`config.mk`:
```
export PLATFORM = sky130hd
export DESIGN_NAME = one_wire_slave_test_commands_top
export DESIGN_NICKNAME = d
export VERILOG_FILES = /design/src/rtl/owst_pkg.sv /design/src/rtl/one_wire_slave_test_commands_top.sv /design/src/rtl/owst_front.sv /design/src/rtl/owst_back.sv
export SDC_FILE = /design/constraint.sdc
export NUM_CORES = 1
export LEC_CHECK = 0
export ABC_AREA = 1
export ABC_CLOCK_PERIOD_IN_PS = 7000
export BUFFER_PORTS_ARGS = -buffer_cell sky130_fd_sc_hd__buf_2
export CAP_MARGIN = 20
export CORE_ASPECT_RATIO = 0.7
export CORE_MARGIN = 2
export CORE_UTILIZATION = 50
export DETAILED_ROUTE_END_ITERATION = 8
export GPL_ROUTABILITY_DRIVEN = 0
export PLACE_DENSITY_LB_ADDON = 0.12
export SLEW_MARGIN = 20
export SYNTH_ARGS = -nofsm -noshare
export SYNTH_HDL_FRONTEND = slang
export SYNTH_HIERARCHICAL = 1
export SYNTH_SLANG_ARGS = --single-unit
export TNS_END_PERCENT = 50
```
`constraint.sdc`:
```
create_clock -name clk -period 7 [get_ports clk]
set_input_delay 0 -clock clk [delete_from_list [all_inputs] [get_ports clk]]
set_output_delay 0 -clock clk [all_outputs]
set_load 0.01 [all_outputs]
```
`src/rtl/owst_pkg.sv`:
```
// ----------------------------------------------------------------------------
// owst_pkg
// Shared types and constants for the one-wire test-command slave.
// ----------------------------------------------------------------------------
package owst_pkg;

  localparam int ReplyBytes = 4;
  localparam int RbW = (ReplyBytes > 1) ? $clog2(ReplyBytes) : 1;
  localparam int CntW = 12;
  localparam logic [CntW-1:0] CntMax = 12'hFFF;
  localparam logic [7:0] OkCode = 8'h20;

  localparam logic [7:0] CmdClear   = 8'h09;
  localparam logic [7:0] CmdSetAll  = 8'h10;
  localparam logic [7:0] CmdDefault = 8'h11;
  localparam logic [7:0] CmdTrigger = 8'h12;
  localparam logic [7:0] CmdCount   = 8'h13;
  localparam logic [7:0] CmdMap     = 8'h14;
  localparam logic [7:0] CmdLeds    = 8'h15;
  localparam logic [7:0] CmdInMin   = 8'h80;

  localparam logic [2:0] RegResetMin = 3'd0;
  localparam logic [2:0] RegBitOne   = 3'd1;
  localparam logic [2:0] RegPWait    = 3'd2;
  localparam logic [2:0] RegPLen     = 3'd3;
  localparam logic [2:0] RegPRecov   = 3'd4;
  localparam logic [2:0] RegWrOne    = 3'd5;
  localparam logic [2:0] RegWrZero   = 3'd6;

  typedef enum logic [2:0] {
    PH_IDLE, PH_PWAIT, PH_PPULL, PH_PRECOV, PH_RX, PH_TXWAIT, PH_TXHOLD, PH_TXREL
  } phase_t;

  // One accepted tick as it moves from the front part to the back part.
  typedef struct packed {
    logic       line_level;
    logic [2:0] sense;
  } sample_t;

  typedef struct packed {
    logic       line_pull;
    logic [4:0] stimulus_pins;
    logic [8:0] led_pins;
    logic       command_done;
  } result_t;

  typedef struct packed {
    logic [CntW-1:0] reset_min_low;
    logic [CntW-1:0] bit_one_max_low;
    logic [CntW-1:0] presence_wait;
    logic [CntW-1:0] presence_length;
    logic [CntW-1:0] presence_recovery;
    logic [CntW-1:0] write_one_hold;
    logic [CntW-1:0] write_zero_hold;
  } cfg_t;

endpackage

```
`src/rtl/one_wire_slave_test_commands_top.sv`:
```
// ----------------------------------------------------------------------------
// one_wire_slave_test_commands_top
// One-wire test-jig slave with command decoding and fault tracking.
// ----------------------------------------------------------------------------
// Each input request on s_axis carries one bus sample and three sensed pin
// levels; each produces exactly one result request on m_axis with the bus
// pull, stimulus pins, LED pins and a command-done flag.
// The front part queues samples in a two-entry FIFO; the back part runs the
// bus state machine and registers each result. A result is registered at the
// edge where its sample leaves the queue, so each sample passes through a FIFO entry and
// then the result register; one sample is taken every cycle while nothing stalls.
// Timing registers are written through cfg_we/cfg_index/cfg_data. The user must write them only
// while idle; the block does not enforce it. Reset restores the default timings and clears all
// state, the FIFO and the result-valid flag.
// When the receiver stalls, the result register holds, the FIFO fills to two
// samples and s_axis_tready stays low until the result is taken.
// ----------------------------------------------------------------------------
module one_wire_slave_test_commands_top import owst_pkg::*; (
  input  logic        clk,
  input  logic        rst,
  input  logic        s_axis_tvalid,
  output logic        s_axis_tready,
  input  logic [7:0]  s_axis_tdata,  // line_level, sense_immobiliser, sense_output_a, sense_tag_led
  output logic        m_axis_tvalid,
  input  logic        m_axis_tready,
  output logic [15:0] m_axis_tdata,  // line_pull, stimulus_pins[4:0], led_pins[8:0], command_done
  input  logic        cfg_we,
  input  logic [2:0]  cfg_index,
  input  logic [11:0] cfg_data
);

  cfg_t    cfg;
  sample_t q_data;
  logic    q_valid;
  logic    q_ready;
  result_t res;

  always_ff @(posedge clk) begin
    if (rst) begin
      cfg <= '{reset_min_low: 12'd380, bit_one_max_low: 12'd20, presence_wait: 12'd26,
               presence_length: 12'd260, presence_recovery: 12'd46,
               write_one_hold: 12'd15, write_zero_hold: 12'd80};
    end else if (cfg_we) begin
      case (cfg_index)
        RegResetMin: cfg.reset_min_low     <= cfg_data;
        RegBitOne:   cfg.bit_one_max_low   <= cfg_data;
        RegPWait:    cfg.presence_wait     <= cfg_data;
        RegPLen:     cfg.presence_length   <= cfg_data;
        RegPRecov:   cfg.presence_recovery <= cfg_data;
        RegWrOne:    cfg.write_one_hold    <= cfg_data;
        RegWrZero:   cfg.write_zero_hold   <= cfg_data;
        default: ;
      endcase
    end
  end

  owst_front u_front (
    .clk, .rst,
    .in_valid(s_axis_tvalid), .in_ready(s_axis_tready), .in_data(s_axis_tdata),
    .q_valid, .q_ready, .q_data
  );

  owst_back u_back (
    .clk, .rst, .cfg,
    .q_valid, .q_ready, .q_data,
    .out_valid(m_axis_tvalid), .out_ready(m_axis_tready), .out_data(res)
  );

  assign m_axis_tdata = {res.command_done, res.led_pins, res.stimulus_pins, res.line_pull};

endmodule

```
`src/rtl/owst_front.sv`:
```
// ----------------------------------------------------------------------------
// owst_front
// Accepts input ticks, unpacks them and queues them in a two-entry FIFO.
// ----------------------------------------------------------------------------
module owst_front import owst_pkg::*; (
  input  logic       clk,
  input  logic       rst,
  input  logic       in_valid,
  output logic       in_ready,
  input  logic [7:0] in_data,
  output logic       q_valid,
  input  logic       q_ready,
  output sample_t    q_data
);

  sample_t     mem [2];
  logic        wr_ptr;
  logic        rd_ptr;
  logic [1:0]  count;
  logic        push;
  logic        pop;

  assign in_ready = (count != 2'd2);
  assign push     = in_valid && in_ready;
  assign q_valid  = (count != 2'd0);
  assign pop      = q_valid && q_ready;
  assign q_data   = mem[rd_ptr];

  always_ff @(posedge clk) begin
    if (push) begin
      mem[wr_ptr] <= '{line_level: in_data[0], sense: in_data[3:1]};
    end
  end

  always_ff @(posedge clk) begin
    if (rst) begin
      wr_ptr <= 1'b0;
      rd_ptr <= 1'b0;
      count  <= 2'd0;
    end else begin
      if (push) wr_ptr <= ~wr_ptr;
      if (pop)  rd_ptr <= ~rd_ptr;
      count <= count + 2'(push) - 2'(pop);
    end
  end

  a_no_overflow: assert property (@(posedge clk) disable iff (rst)
    count == 2'd2 |-> !in_ready) else $error("queue overflow");
  a_count_range: assert property (@(posedge clk) disable iff (rst)
    count != 2'd3) else $error("bad queue count");
  a_pop_nonempty: assert property (@(posedge clk) disable iff (rst)
    pop |-> count != 2'd0) else $error("pop from empty queue");

endmodule

```
`src/rtl/owst_back.sv`:
```
// ----------------------------------------------------------------------------
// owst_back
// Protocol engine: bus timing, command execution and the output register.
// ----------------------------------------------------------------------------
module owst_back import owst_pkg::*; (
  input  logic        clk,
  input  logic        rst,
  input  cfg_t        cfg,
  input  logic        q_valid,
  output logic        q_ready,
  input  sample_t     q_data,
  output logic        out_valid,
  input  logic        out_ready,
  output result_t     out_data
);

  phase_t          phase, phase_next;
  logic [CntW-1:0] low_ticks, low_ticks_next;
  logic [CntW-1:0] wait_ticks, wait_ticks_next;
  logic [7:0]      command_shift, command_shift_next;
  logic [3:0]      bit_index, bit_index_next;
  logic [7:0]      reply_bytes [ReplyBytes];
  logic [7:0]      reply_bytes_next [ReplyBytes];
  logic [RbW:0]    reply_byte_index, reply_byte_index_next;
  logic [8:0]      fault_flags, fault_flags_next;
  logic [2:0]      default_levels, default_levels_next;
  logic [2:0]      triggered_levels, triggered_levels_next;
  logic [4:0]      stimulus_reg, stimulus_reg_next;
  logic [8:0]      led_reg, led_reg_next;
  logic            done;
  logic            step;
  logic [7:0]      cmd;
  logic            reply;
  logic            rx_bit;
  logic [2:0]      diff;
  logic            tx_bit;
  logic [CntW-1:0] hold_n;
  phase_t          target;

  assign q_ready = !out_valid || out_ready;
  assign step    = q_valid && q_ready;
  assign rx_bit  = (low_ticks <= cfg.bit_one_max_low);
  assign cmd     = {rx_bit, command_shift[7:1]};
  assign tx_bit  = reply_bytes[reply_byte_index[RbW-1:0]][bit_index[2:0]];
  assign hold_n  = tx_bit ? cfg.write_one_hold : cfg.write_zero_hold;

  always_comb begin
    phase_next            = phase;
    low_ticks_next        = low_ticks;
    wait_ticks_next       = wait_ticks;
    command_shift_next    = command_shift;
    bit_index_next        = bit_index;
    reply_bytes_next      = reply_bytes;
    reply_byte_index_next = reply_byte_index;
    fault_flags_next      = fault_flags;
    default_levels_next   = default_levels;
    triggered_levels_next = triggered_levels;
    stimulus_reg_next     = stimulus_reg;
    led_reg_next          = led_reg;
    done                  = 1'b0;
    reply                 = 1'b0;
    diff                  = default_levels ^ q_data.sense;
    target                = PH_IDLE;

    unique case (phase)
      PH_IDLE: begin
        if (!q_data.line_level) begin
          if (low_ticks != CntMax) low_ticks_next = low_ticks + 1'b1;
        end else if (low_ticks != '0) begin
          low_ticks_next = '0;
          if (low_ticks > cfg.reset_min_low) target = PH_PWAIT;
        end
      end
      PH_PWAIT, PH_PPULL, PH_PRECOV: begin
        if (wait_ticks <= 12'd1) begin
          wait_ticks_next = '0;
          target = (phase == PH_PWAIT) ? PH_PPULL :
                   (phase == PH_PPULL) ? PH_PRECOV : PH_RX;
        end else begin
          wait_ticks_next = wait_ticks - 1'b1;
        end
      end
      PH_RX: begin
        if (!q_data.line_level) begin
          if (low_ticks != CntMax) low_ticks_next = low_ticks + 1'b1;
        end else if (low_ticks != '0) begin
          command_shift_next = cmd;
          low_ticks_next     = '0;
          bit_index_next     = bit_index + 1'b1;
          if (bit_index >= 4'd7) begin
            done = 1'b1;
            unique case (cmd)
              CmdClear: begin
                stimulus_reg_next = '0; fault_flags_next = '0; led_reg_next = '0;
                reply_bytes_next[0] = OkCode; reply = 1'b1;
              end
              CmdSetAll: begin
                stimulus_reg_next = 5'h1F;
                reply_bytes_next[0] = OkCode; reply = 1'b1;
              end
              CmdDefault: begin
                default_levels_next = ~q_data.sense;
                reply_bytes_next[0] = OkCode; reply = 1'b1;
              end
              CmdTrigger: begin
                triggered_levels_next = q_data.sense;
                reply_bytes_next[0] = OkCode; reply = 1'b1;
                fault_flags_next = {diff[1], diff[2], diff[0], fault_flags[5:0]};
              end
              CmdCount: begin
                reply_bytes_next[0] = 8'(fault_flags[6]) + 8'(fault_flags[7])
                                      + 8'(fault_flags[8]);
                reply = 1'b1;
              end
              CmdMap: begin
                if (fault_flags[6]) reply_bytes_next[0] = 8'd1;
                if (fault_flags[7] && ReplyBytes > 1) reply_bytes_next[1] = 8'd1;
                if (fault_flags[8] && ReplyBytes > 2) reply_bytes_next[2] = 8'd1;
                reply = 1'b1;
              end
              CmdLeds: led_reg_next = fault_flags;
              default: begin
                if (cmd > CmdInMin) begin
                  if (cmd[0]) led_reg_next[7] = ~led_reg[7];
                  fault_flags_next = fault_flags | {3'b000, cmd[5:0]};
                end
              end
            endcase
            target = reply ? PH_TXWAIT : PH_IDLE;
          end
        end
      end
      PH_TXWAIT: begin
        if (!q_data.line_level) begin
          if (hold_n == '0) phase_next = PH_TXREL;
          else begin
            phase_next = PH_TXHOLD;
            wait_ticks_next = hold_n;
          end
        end
      end
      PH_TXHOLD: begin
        if (wait_ticks <= 12'd1) begin
          wait_ticks_next = '0;
          phase_next = PH_TXREL;
        end else begin
          wait_ticks_next = wait_ticks - 1'b1;
        end
      end
      PH_TXREL: begin
        if (q_data.line_level) begin
          if (bit_index >= 4'd7) begin
            bit_index_next = '0;
            if (reply_byte_index + 1'b1 >= (RbW+1)'(ReplyBytes)) begin
              reply_byte_index_next = '0;
              low_ticks_next = '0;
              phase_next = PH_IDLE;
            end else begin
              reply_byte_index_next = reply_byte_index + 1'b1;
              phase_next = PH_TXWAIT;
            end
          end else begin
            bit_index_next = bit_index + 1'b1;
            phase_next = PH_TXWAIT;
          end
        end
      end
      default: phase_next = PH_IDLE;
    endcase

    // Phase entry, skipping presence phases whose length is zero.
    if (target != PH_IDLE || done) begin
      if (target == PH_PWAIT && cfg.presence_wait != '0) begin
        phase_next = PH_PWAIT; wait_ticks_next = cfg.presence_wait;
      end else if ((target == PH_PWAIT || target == PH_PPULL)
                   && cfg.presence_length != '0) begin
        phase_next = PH_PPULL; wait_ticks_next = cfg.presence_length;
      end else if ((target == PH_PWAIT || target == PH_PPULL || target == PH_PRECOV)
                   && cfg.presence_recovery != '0) begin
        phase_next = PH_PRECOV; wait_ticks_next = cfg.presence_recovery;
      end else if (target == PH_PWAIT || target == PH_PPULL || target == PH_PRECOV
                   || target == PH_RX) begin
        phase_next = PH_RX; low_ticks_next = '0;
        command_shift_next = '0; bit_index_next = '0;
      end else if (target == PH_TXWAIT) begin
        phase_next = PH_TXWAIT; low_ticks_next = '0;
        bit_index_next = '0; reply_byte_index_next = '0;
      end else begin
        phase_next = PH_IDLE; low_ticks_next = '0;
      end
    end
  end

  always_ff @(posedge clk) begin
    if (rst) begin
      phase            <= PH_IDLE;
      low_ticks        <= '0;
      wait_ticks       <= '0;
      command_shift    <= '0;
      bit_index        <= '0;
      reply_byte_index <= '0;
      fault_flags      <= '0;
      default_levels   <= '0;
      triggered_levels <= '0;
      stimulus_reg     <= '0;
      led_reg          <= '0;
      out_valid        <= 1'b0;
      for (int i = 0; i < ReplyBytes; i++) reply_bytes[i] <= '0;
    end else begin
      if (step) begin
        phase            <= phase_next;
        low_ticks        <= low_ticks_next;
        wait_ticks       <= wait_ticks_next;
        command_shift    <= command_shift_next;
        bit_index        <= bit_index_next;
        reply_bytes      <= reply_bytes_next;
        reply_byte_index <= reply_byte_index_next;
        fault_flags      <= fault_flags_next;
        default_levels   <= default_levels_next;
        triggered_levels <= triggered_levels_next;
        stimulus_reg     <= stimulus_reg_next;
        led_reg          <= led_reg_next;
        out_valid        <= 1'b1;
      end else if (out_ready) begin
        out_valid <= 1'b0;
      end
    end
  end

  always_ff @(posedge clk) begin
    if (step) begin
      out_data <= '{line_pull: (phase_next == PH_PPULL || phase_next == PH_TXHOLD),
                    stimulus_pins: stimulus_reg_next,
                    led_pins: led_reg_next,
                    command_done: done};
    end
  end

  a_stall_hold: assert property (@(posedge clk) disable iff (rst)
    out_valid && !out_ready |=> out_valid && $stable(out_data))
    else $error("result changed while stalled");
  a_reply_idx: assert property (@(posedge clk) disable iff (rst)
    reply_byte_index < (RbW+1)'(ReplyBytes)) else $error("reply index out of range");
  a_bit_idx: assert property (@(posedge clk) disable iff (rst)
    bit_index <= 4'd8) else $error("bit index out of range");
  a_done_pull: assert property (@(posedge clk) disable iff (rst)
    out_valid && out_data.command_done |-> !out_data.line_pull)
    else $error("pull on command tick");

endmodule
```
==> flow_summary.ini <==
[status]
status = completed

[global_routing]
grt_antenna_before_repair = 0
grt_max_degree = 85
overflow = 0
grt_pass1_vias = 9146
grt_usage_pct = 26.9
grt_pass1_wl_mm = 48.9

[pwr]
power_leakage_nw = 5.36
power_mw = 5.18
ir_drop_mv = 0.207
power_density_nw_per_um2 = 437

[sta]
maxClockFrequency_ghz = 0.270
maxSlewViolCount = 0
fin_skew_ns = 0.0173
rsz0062_at_grt = false
finalSetupViolations = 0
report.final.hold_viol_count = 0
fin_crit_sh_pct = 53.0
tightest_slew_ns = 1.03
min_period_ns = 3.71
fin_tns_setup_ns = 0
max_slew_margin_pct = 31.1

[min_path]
whs_path_depth = 5
hold_class = in -> reg
hold_end = cfg[34]$_SDFFE_PP0P_
hp-start = cfg_data[10]

[placement]
placed_cell_area_um2 = 11100
io_buffers = 41
dp_hpwl_mm = 21.8
dp_cells = 1869

[die]
die_area_um2 = 22900
core-area_um2 = 21500
rows = 45
io_pins = 46
die_h_um = 127
die_w_um = 180
start_util_pct = 50.5

[setup_path]
r2r-start = u_back/bit_index[0]$_SDFFE_PP0P_
path_class = reg -> reg
critPathBufInv = 2
r2r_setup_slack_ns = 3.29
cp_cell_sequence = nand2_1, nand2_1, inv_1, nor2_1, nand3_1, o21ai_2, nand2_1, nor2_2, nand3_4, nand2_4, inv_2, nor2_1, nor2_1, nor2_1, nand2_1, nand3_1, nand2_1, nand3_1, a21oi_1
path_max_fanout = 20
crit_slowest_cell = nand3_1
critPathArrivalTime_ns = 3.99
critPathLaunchType = flip-flop
reg2reg_depth = 19
cp.depth = 19
setup.worst_path.end_class = flip-flop
crit_top_cell = nand2_1
cpPeakStageDelay_ns = 0.71
reg2reg_to = u_back/wait_ticks[0]$_SDFFE_PP0P_
cp.required_ns = 7.29
critPathTopFamily = simple AND/OR/NAND/NOR gates

[cells_and_area]
nNetsFinal = 1681
largest_reg_flops = 84
antennaDiodeCount = 0
largest_register = cfg
ff_latch_area_um2 = 3960
reg_top3 = cfg x84, u_back/out_data x16
drive_above_1_share_pct = 9.92
final_util_pct = 55.3
stdcell_count = 1915
multi_input_area_um2 = 5730
fillCellCount = 2161
final_area_um2 = 11900
area_delta_synth_final_pct = 9.52

[synth]
ys_types = 57
ys_top_cells_by_area = dfxtp_1 30%, nand2_1 13%, nand3_1 7.9%
synth_enable_flop_cells = 24
postSynth.asyncResetShare_pct = 0
synth_top_cell_by_area = dfxtp_1
ys_ff_latch = 186
synth_top_area_share_pct = 30.0
syn_inst = 1602
yosysMostFrequentCell = nand2_1
synthTopCellsByCount = 365 x nand2_1, 211 x nor2_1, 204 x inv_1
yosys_warnings = 6
ys.flop_type = dfxtp_1
avgSynthCellArea_um2 = 6.76
syn_area_um2 = 10800
yosysSeqAreaShare_pct = 36.6
synth_nets = 1663

[clock_network]
clock_latency_ns = 0.44
htreeDepth = 4
cts_setup_buffers = 0
hold_buffers = 14
root_buffer = clkbuf_16
cts.sinks = 186
cts_tree = built
postCtsResizedCells = 0
cts_buffer_depth = 2
numCtsBuffers = 17
clk_pin_slew_worst_paths_ns = 0.08

[routing]
ant_nets = 0
drt_iter0_drc = 1162
drc = 0
vias = 10510
first_pass_iters = 6
viasPerCell = 5.49
wl_mm = 30.4
detail_route.wl_per_cell_um = 15.9

[job]
maxCapViolCount = 0
-- stage by stage --
stage	hold WS (ns)	setup slack [ns]
floorplan	0.0712	4.44
global placement	0.195	3.48
detailed placement	0.198	3.44
CTS	0.0464	3.40
global route	0.0723	3.06
finish	0.0691	3.29
-- power by group --
group / internal (mW) / total [mW] / switching, mW / leakage [nW]
sequential: 1.31 / 1.49 / 0.178 / 1.55
clock: 0.525 / 0.984 / 0.459 / 0.284
combinational: 0.840 / 2.71 / 1.87 / 3.53
total: 2.68 / 5.18 / 2.51 / 5.36
-- layout make-up --
| class | instances | share of cell area (%) |
|---|---|---|
| Multi-Input combinational cell | 1136 | 48.3 |
| Tap cell | 282 | 2.98 |
| Clock inverter | 12 | 1.13 |
| Inverter | 217 | 6.91 |
| Clock buffer | 20 | 3.86 |
| Sequential cell | 186 | 33.4 |
| Timing Repair Buffer | 62 | 3.36 |
-- logic make-up after synthesis --
kind of cell	Yosys count	synth area share, %
compound gates	233	12.4
xor+xnor	10	0.809
fa+ha+maj	33	3.88
buf+inv	280	10.6
flops	186	36.6
mux	4	0.416
simple gates	856	35.3
-- cells in the final DEF (no fill, tap or decap), types with 3 or more instances in the layout --
master / synthesis / layout
mux2_2: 4 / 4
nor2_4: 3 / 4
o21ai_1: 11 / 11
nand4_1: 25 / 25
nand3_1: 170 / 170
or2_2: 10 / 10
clkinv_4: 1 / 3
o221ai_1: 3 / 3
dlygate4sd3_1: 0 / 14
nor2_1: 211 / 209
edfxtp_1: 24 / 24
dfxtp_1: 162 / 162
inv_1: 204 / 202
inv_6: 0 / 3
ha_1: 32 / 32
nor3_1: 14 / 14
o21ai_0: 70 / 70
o21ai_2: 8 / 8
xor2_1: 10 / 10
o211ai_1: 4 / 4
a31oi_1: 7 / 7
a21oi_1: 95 / 95
nand3_2: 5 / 5
nand2_4: 6 / 6
nor4_1: 15 / 15
nor2_2: 12 / 13
nand2_1: 365 / 364
nand3b_1: 4 / 4
o22ai_1: 16 / 16
nand2_2: 5 / 6
buf_2: 22 / 41
clkbuf_16: 0 / 18
buf_4: 8 / 7
inv_2: 12 / 14
-- worst reg2reg max path, stage by stage (launching register included) --
cell     delay [ns]
dfxtp_1        0.53
nand2_1        0.10
nand2_1        0.09
inv_1          0.04
nor2_1         0.09
nand3_1        0.71
o21ai_2        0.58
nand2_1        0.14
nor2_2         0.15
nand3_4        0.15
nand2_4        0.16
inv_2          0.08
nor2_1         0.09
nor2_1         0.05
nor2_1         0.16
nand2_1        0.07
nand3_1        0.09
nand2_1        0.05
nand3_1        0.13
a21oi_1        0.09
-- worst max path at each step --
| stage | start | endpoint | slack (ns) |
|---|---|---|---|
| 2_1_floorplan | u_back/low_ticks[11]$_SDFFE_PP0P_ | u_back/command_shift[1]$_SDFFE_PP0P_ | 4.44 |
| 3_3_place_gp | u_back/bit_index[0]$_SDFFE_PP0P_ | u_back/wait_ticks[0]$_SDFFE_PP0P_ | 3.48 |
| 3_5_place_dp | u_back/bit_index[0]$_SDFFE_PP0P_ | u_back/wait_ticks[0]$_SDFFE_PP0P_ | 3.44 |
| 4_1_cts | u_back/bit_index[0]$_SDFFE_PP0P_ | u_back/wait_ticks[0]$_SDFFE_PP0P_ | 3.40 |
| 5_1_grt | u_back/bit_index[0]$_SDFFE_PP0P_ | u_back/wait_ticks[0]$_SDFFE_PP0P_ | 3.06 |
| 6_report | u_back/bit_index[0]$_SDFFE_PP0P_ | u_back/wait_ticks[0]$_SDFFE_PP0P_ | 3.29 |
-- routing by layer --
metal / up-vias / track usage [%] / part of all wire [%]
li1: 5261 / - / -
met1: 4822 / 41.1 / 49
met2: 401 / 38.2 / 40
met3: 26 / 5.84 / 9.4
met4: 0 / 6.31 / 0.98
met5: - / 0 / 0
Power figures use the tool's default switching activity.
